## src/rtl/bqe_pkg.sv

```systemverilog
// bqe_pkg: shared constants, opcode/kind/error codes and request/result types
// for the bitmap query bytecode executor. Depends on nothing.
`timescale 1ns / 1ps

package bqe_pkg;

    localparam int VALUE_STACK_DEPTH = 16;
    localparam int CALL_STACK_DEPTH  = 8;
    localparam int IP_WIDTH          = 16;
    localparam int GROUPS            = 64;

    localparam int VSP_W  = $clog2(VALUE_STACK_DEPTH + 1);
    localparam int VIDX_W = $clog2(VALUE_STACK_DEPTH);
    localparam int RSP_W  = $clog2(CALL_STACK_DEPTH + 1);
    localparam int RIDX_W = (CALL_STACK_DEPTH > 1) ? $clog2(CALL_STACK_DEPTH) : 1;
    localparam int GRP_W  = $clog2(GROUPS);

    localparam logic [4:0] OP_ANDROW   = 5'd0;
    localparam logic [4:0] OP_LOADROW  = 5'd1;
    localparam logic [4:0] OP_SHL      = 5'd2;
    localparam logic [4:0] OP_SHR      = 5'd3;
    localparam logic [4:0] OP_INC      = 5'd4;
    localparam logic [4:0] OP_PUSH     = 5'd5;
    localparam logic [4:0] OP_POP      = 5'd6;
    localparam logic [4:0] OP_ANDSTK   = 5'd7;
    localparam logic [4:0] OP_NOT      = 5'd8;
    localparam logic [4:0] OP_ORSTK    = 5'd9;
    localparam logic [4:0] OP_UPDFLAGS = 5'd10;
    localparam logic [4:0] OP_REPORT   = 5'd11;
    localparam logic [4:0] OP_CALL     = 5'd12;
    localparam logic [4:0] OP_JMP      = 5'd13;
    localparam logic [4:0] OP_JNZ      = 5'd14;
    localparam logic [4:0] OP_JZ       = 5'd15;
    localparam logic [4:0] OP_RET      = 5'd16;
    localparam logic [4:0] OP_END      = 5'd17;

    localparam logic [1:0] KIND_DONE  = 2'd0;
    localparam logic [1:0] KIND_GROUP = 2'd1;
    localparam logic [1:0] KIND_ERROR = 2'd2;

    localparam logic [2:0] ERR_NONE      = 3'd0;
    localparam logic [2:0] ERR_OPCODE    = 3'd1;
    localparam logic [2:0] ERR_UNDERFLOW = 3'd2;
    localparam logic [2:0] ERR_OVERFLOW  = 3'd3;
    localparam logic [2:0] ERR_CALL      = 3'd4;
    localparam logic [2:0] ERR_RANGE     = 3'd5;

    typedef struct packed {
        logic                start;
        logic [23:0]         iteration;
        logic [4:0]          opcode;
        logic [5:0]          shamt;
        logic [63:0]         word;
        logic [IP_WIDTH-1:0] target;
    } item_t;

    typedef struct packed {
        logic [1:0]  kind;
        logic [15:0] next_ip;
        logic [31:0] offset;
        logic [63:0] acc;
        logic [31:0] gidx;
        logic [63:0] gbits;
        logic [2:0]  err;
        logic        last;
    } result_t;

endpackage

```

## src/rtl/bqe_front.sv

```systemverilog
// bqe_front: accepts requests, applies row inversion, casts the jump target,
// and holds them in a two-entry queue for the back end. Uses bqe_pkg.
`timescale 1ns / 1ps

module bqe_front (
    input  logic               clk,
    input  logic               rst_n,
    input  logic               in_valid,
    output logic               in_stall,
    input  logic               operation,
    input  logic [23:0]        iteration,
    input  logic [4:0]         opcode,
    input  logic [5:0]         shift_amount,
    input  logic               invert,
    input  logic [63:0]        row_word,
    input  logic [15:0]        jump_target,
    output logic               q_valid,
    output bqe_pkg::item_t     q_item,
    input  logic               q_pop
);

    bqe_pkg::item_t q_reg [2];
    logic           wr_ptr_reg, wr_ptr_next;
    logic           rd_ptr_reg, rd_ptr_next;
    logic [1:0]     cnt_reg, cnt_next;
    logic           push;
    bqe_pkg::item_t new_item;

    assign in_stall = (cnt_reg == 2'd2);
    assign push     = in_valid && !in_stall;
    assign q_valid  = (cnt_reg != 2'd0);
    assign q_item   = q_reg[rd_ptr_reg];

    always_comb
    begin
        new_item.start     = !operation;
        new_item.iteration = iteration;
        new_item.opcode    = opcode;
        new_item.shamt     = shift_amount;
        new_item.word      = invert ? ~row_word : row_word;
        new_item.target    = bqe_pkg::IP_WIDTH'(jump_target);
    end

    always_comb
    begin
        wr_ptr_next = push ? !wr_ptr_reg : wr_ptr_reg;
        rd_ptr_next = q_pop ? !rd_ptr_reg : rd_ptr_reg;
        cnt_next    = cnt_reg + 2'(push) - 2'(q_pop);
    end

    always_ff @(posedge clk or negedge rst_n)
    begin
        if (!rst_n)
        begin
            wr_ptr_reg <= 1'b0;
            rd_ptr_reg <= 1'b0;
            cnt_reg    <= 2'd0;
        end
        else
        begin
            wr_ptr_reg <= wr_ptr_next;
            rd_ptr_reg <= rd_ptr_next;
            cnt_reg    <= cnt_next;
        end
    end

    always_ff @(posedge clk)
    begin
        if (push)
        begin
            q_reg[wr_ptr_reg] <= new_item;
        end
    end

endmodule

```

## config.mk

```make
export PLATFORM = sky130hd
export DESIGN_NAME = bqe_front
export DESIGN_NICKNAME = d
export VERILOG_FILES = /design/src/rtl/bqe_pkg.sv /design/src/rtl/bqe_front.sv
export SDC_FILE = /design/constraint.sdc
export NUM_CORES = 1
export LEC_CHECK = 0
export ABC_AREA = 1
export BUFFER_PORTS_ARGS = -buffer_cell sky130_fd_sc_hd__buf_4
export CAP_MARGIN = 20
export CORE_UTILIZATION = 50
export CTS_CLUSTER_DIAMETER = 30
export DETAILED_ROUTE_END_ITERATION = 7
export GPL_TIMING_DRIVEN = 0
export PLACE_DENSITY = 0.72
export RECOVER_POWER = 50
export SYNTH_ARGS = -nofsm -noshare
export SYNTH_HDL_FRONTEND = slang
export SYNTH_SLANG_ARGS = --single-unit
```

## constraint.sdc

```tcl
create_clock -name clk -period 7.2 [get_ports clk]
set_input_delay 1.44 -clock clk [delete_from_list [all_inputs] [get_ports clk]]
set_output_delay 1.44 -clock clk [all_outputs]
set_load 0.03 [all_outputs]
```

=== Word level (Yosys, flattened, before mapping) ===
Memories as Yosys holds them, arrays and structs flattened.
Index checks and enable logic that the tools add are counted.

* Bitwise gates (word level): 1
* $add $sub $neg: 2
* Reduce and logical (&&, ||, !) cells: 6
* Mux-type cells: 3
* Eq/ne operators: 1

{| class="wikitable"
|+ Operators with widths
! kind !! number
|-
| 2-to-1 mux 64 bit || 1
|-
| inverter 64 bit || 1
|-
| logical NOT 1 bit || 4
|-
| adder 2 x 1 -> 2 bit || 1
|-
| == test 2 bit, second input constant || 1
|-
| 2-to-1 mux 1 bit || 2
|-
| nonzero test 2 bit || 1
|-
| subtractor 2 x 1 -> 2 bit || 1
|-
| logical AND 1 bit || 1
|}

* Output and inout port bits: 118
* Input bits: 121
* Bits in registers: 4
* Memories kept: 1
* Memory bits (writable): 232
* Logic and storage cells: 17

{| class="wikitable"
|+ Memories
! name !! words !! bits a word !! rd ports !! clocked after memory_dff !! write ports !! RTL line !! source
|-
| q_reg || 2 || 116 || 1 || 0 || 1 || bqe_front.sv:22 || <nowiki>bqe_pkg::item_t q_reg [2];</nowiki>
|}

=== Depth between registers and ports, before layout ===
* Word-level depth: 5
* Depth in mapped cells: 9
* Mapped depth without buffers: 9

=== Least setup slack after synthesis ===
Ideal clock, no wire load.

* Kind: input to register
* Start point: in in_valid
* End point: mem q_reg[1][0] in the netlist's numbering, enable pin
* Data required time: 6,608 ps
* Path buffers: 0
* Arrival: 6,346 ps
* Slack: 262 ps
* Cell stages on the path: 2
* Library setup time: 592 ps
* Cell sequence: nand2_1 > nor2_1

* Cells in the longest elaborated chain, start to end: 3

{| class="wikitable"
|+ RTL lines
! item !! RTL line !! source
|-
| from (decl) || bqe_front.sv:8 || <nowiki>input logic in_valid,</nowiki>
|-
| logical AND 1 bit || bqe_front.sv:30 || <nowiki>assign push = in_valid && !in_stall;</nowiki>
|-
| 2-to-1 mux 1 bit || bqe_front.sv:69 || <nowiki>if (push)</nowiki>
|-
| 2-to-1 mux 1 bit (not written as such) || bqe_front.sv:71 || <nowiki>q_reg[wr_ptr_reg] <= new_item;</nowiki>
|-
| to (decl) || bqe_front.sv:22 ||
|}

Every way passes these cells.

=== Worst setup path in the final report ===
* Start point: in in_valid
* End point: mem q_reg[0][71] in the netlist's numbering, enable pin

The elaborated chain is that of the path after synthesis.

==> summary.md <==
| Metric | Value |
|---|---|
| Status | complete, but fails checks |
| Failing checks | max-capacitance violations, max-slew violations |
| Worst path bufs/invs | 3 |
| Netlist cell types | 15 |
| First-pass GRT wire length | roughly 32000 um |
| WHS | between 0.4 and 0.5 ns |
| Fmax | around 0.22 GHz |
| Worst reg2reg path depth | 5 |
| Root Buffer | clkbuf_16 |
| Hold-fix buffers at CTS | 0 |
| Die W | around 140 um |
| Antenna diode count | 0 |
| Seq cells post-synth | around 240 |
| Max reg flops | approximately 230 |
| Slowest cell delay on critical path | about 2.1 ns |
| Dpl ws | approximately 4.2 ns |
| Final Cycle Share | between 60% and 70% |
| Later-pin clock latency in the skew report | approximately 0.52 ns |
| Hold Startpoint | wr_ptr_reg$_DFFE_PN0P_ |
| Detailed Place HPWL | around 14000 um |
| Worst setup margin | between 2 and 3 ns |
| Yosys synthesis warning count | 0 |
| Post-Layout Cell Count | around 1300 |
| Starting Density | between 50% and 60% |
| Fin nets | between 1000 and 1500 |
| Port bufs | roughly 240 |
| Placer congestion estimate | approximately 0.76 |
| Layout cells sized above 1 | between 30 and 40% |
| CTS resizes | 0 |
| DR DRC count | 0 |
| Initial antenna violation count | 0 |
| Die area | 20000 um2 |
| WL final | between 20000 and 25000 um |
| Area Overhead vs Synth | 36.7% |
| Largest delay share family, worst path | buffers and inverters |
| Largest net degree at the start of global routing | 60 |
| Clock Skew | ~0.014 ns |
| Hold Path Depth | 2 |
| Pleak | between 5 and 6 nW |
| Reg-to-Reg End | q_reg[0][71]$_DFFE_PP_ |
| Crit path max-delay cell type | clkinvlp_2 |
| Area fraction of the dominant cell type after synthesis | slightly above 70% |
| Critical path, cell by cell | clkbuf_4, nand3_1, clkinvlp_2, buf_16 |
| GRT Total Usage | between 20% and 30% |
| Synth area leader | edfxtp_1 |
| Worst Hold End | wr_ptr_reg$_DFFE_PN0P_ |
| Setup Fix Bufs, Post-CTS | 0 |
| Hold crit path type | reg2reg |
| CTS sink cnt | around 240 |
| H-tree level count | 2 |
| Average wire per standard cell | about 16 um |
| DIE HEIGHT | approximately 140 um |
| Vias in the first global route | ~6300 |
| Avg Inst Size Synth | around 14 um2 |
| CTS tree | done |
| Core ar. | roughly 19000 um2 |
| Pwr dens | ~480 nW/um2 |
| CP startpoint kind | input port |
| Worst reg2reg setup slack | about 3.2 ns |
| Ranking of synthesized cells by area | edfxtp_1 72%, xor2_1 5.9%, nand2_1 4.9%, inv_1 4.8%, o21ai_2 4.8% |
| RSZ-0062 raised after global routing | no |
| Final Hold Vio Count | 0 |
| Clock transition at path regs | 0.05 ns |
| Met1 Track Usage GR | 24.4% |
| Setup CP Type | in2reg |
| Synthesized area | around 9700 um2 |
| R2R Path Start | cnt_reg[0]$_DFF_PN0_ |
| Final Power | approximately 6.4 mW |
| Vias | between 6000 and 7000 |
| Drt first pass iters | 4 |
| Data required, critical path | approximately 7.4 ns |
| Slew Viols, Final | 74 |
| GR Overflow Total | 0 |
| Post-synthesis sequential area ratio | 72.6% |
| Syn Inst Count | between 700 and 800 |
| Peak fanout along the critical path | 59 |
| Row count | 50 |
| Setup crit end kind | register |
| Final setup viols | 0 |
| Met2 GRT Util | a little over a third |
| Met3 Resource Use GR | under 10% |
| Initial DRC Count | around 230 |
| Worst vdd ir | around 0.00028 V |
| Clock Path Buffers | 3 |
| Vias per std cell | 4.69 |
| Headroom to the max-slew limit | -87.8% |
| Synthesized net count | 829 |
| Placed instance count | approximately 1200 |
| Minimum clock period | 4.54 ns |
| Max-cap violations | 2 |
| Critical path arrival | 4.74 ns |
| Detail Route Antenna Nets | 0 |
| I/O pin total | around 240 |
| Slew @ Worst Pin | approximately 2.8 ns |
| CTS buffer count | 45 |
| Gr busiest metal | met2 |
-- worst min-delay path: cells and delay by family (launching register included) --
family	cells	cell delay [ns]
flip-flops	1	0.34
AND/OR/NAND/NOR	2	0.10
-- layout make-up --
cell class	count	area, um2
fillers	1355	5590
clock inverters	31	340
inverters	125	470
well taps	260	325
flip-flops and latches	236	7070
multi-input cells	312	1860
clock buffers	50	1140
plain buffers	33	259
repair buffers	242	1840
-- cell families (layout without fill, tap and decap cells) --
| family | count (synthesis) | after routing | share of synthesized area (%) |
|---|---|---|---|
| DFF | 236 | 236 | 72.6 |
| buffers and inverters | 158 | 481 | 8.26 |
| AOI/OAI and AO/OA | 116 | 116 | 8.01 |
| and+or+nand+nor | 129 | 129 | 5.00 |
| adders and majority gates | 2 | 2 | 0.257 |
| xor gates and xnor gates | 65 | 65 | 5.85 |
-- worst max-delay path by stage --
| stage | start | to | cells past startpoint |
|---|---|---|---|
| floorplan | in_valid | q_reg[1][0]$_DFFE_PP_ | 2 |
| global placement | in_valid | q_reg[1][14]$_DFFE_PP_ | 3 |
| detailed placement | in_valid | q_reg[1][14]$_DFFE_PP_ | 5 |
| CTS | rd_ptr_reg$_DFFE_PN0P_ | q_item[5] | 4 |
| global route | in_valid | q_reg[0][71]$_DFFE_PP_ | 4 |
| finish | in_valid | q_reg[0][71]$_DFFE_PP_ | 4 |
-- power breakdown --
part	leakage, nW	internal, mW	total (mW)	switching [mW]
combinational	2.74	0.825	2.45	1.63
clock	0.719	1.36	2.02	0.662
sequential	2.21	1.91	1.97	0.0662
-- stage by stage --
stage	setup TNS, ns	instance area, um2	utilization [%]
2_1_floorplan	0	9730	-
3_3_place_gp	-292.73	11800	62.6
3_5_place_dp	0	12000	63.3
4_1_cts	0	13400	71.2
5_1_grt	0	13300	70.4
6_report	0	13300	70.4
-- Yosys cell counts (all sizes together) --
library cell	instances
buf	27
clkbuf	6
dfrtp	4
edfxtp	232
ha	2
inv	125
nand2	126
nand3	2
nor2	1
o21ai	116
xor2	65
-- layer usage --
metal / vias up / wire length [um]
met4: 0 / 268
met3: 24 / 2130
li1: 2957 / -
met5: - / 0
met2: 215 / 9970
met1: 2853 / 8110
-- cells in the final DEF, fill, tap and decap left out --
master	count
clkbuf_4	40
nand3_1	2
clkinv_2	9
xor2_1	65
buf_16	2
buf_6	14
clkbuf_1	33
clkinvlp_4	4
inv_6	2
o21ai_2	53
buf_4	187
ha_1	2
clkinv_1	7
clkinv_4	1
dfrtp_1	4
buf_8	1
buf_12	3
bufinv_16	6
clkinvlp_2	1
nor2_1	1
clkbuf_16	45
inv_1	124
o21ai_0	54
nand2_1	126
o21ai_1	9
edfxtp_1	232
clkinv_8	2
Power figures use the tool's default switching activity.
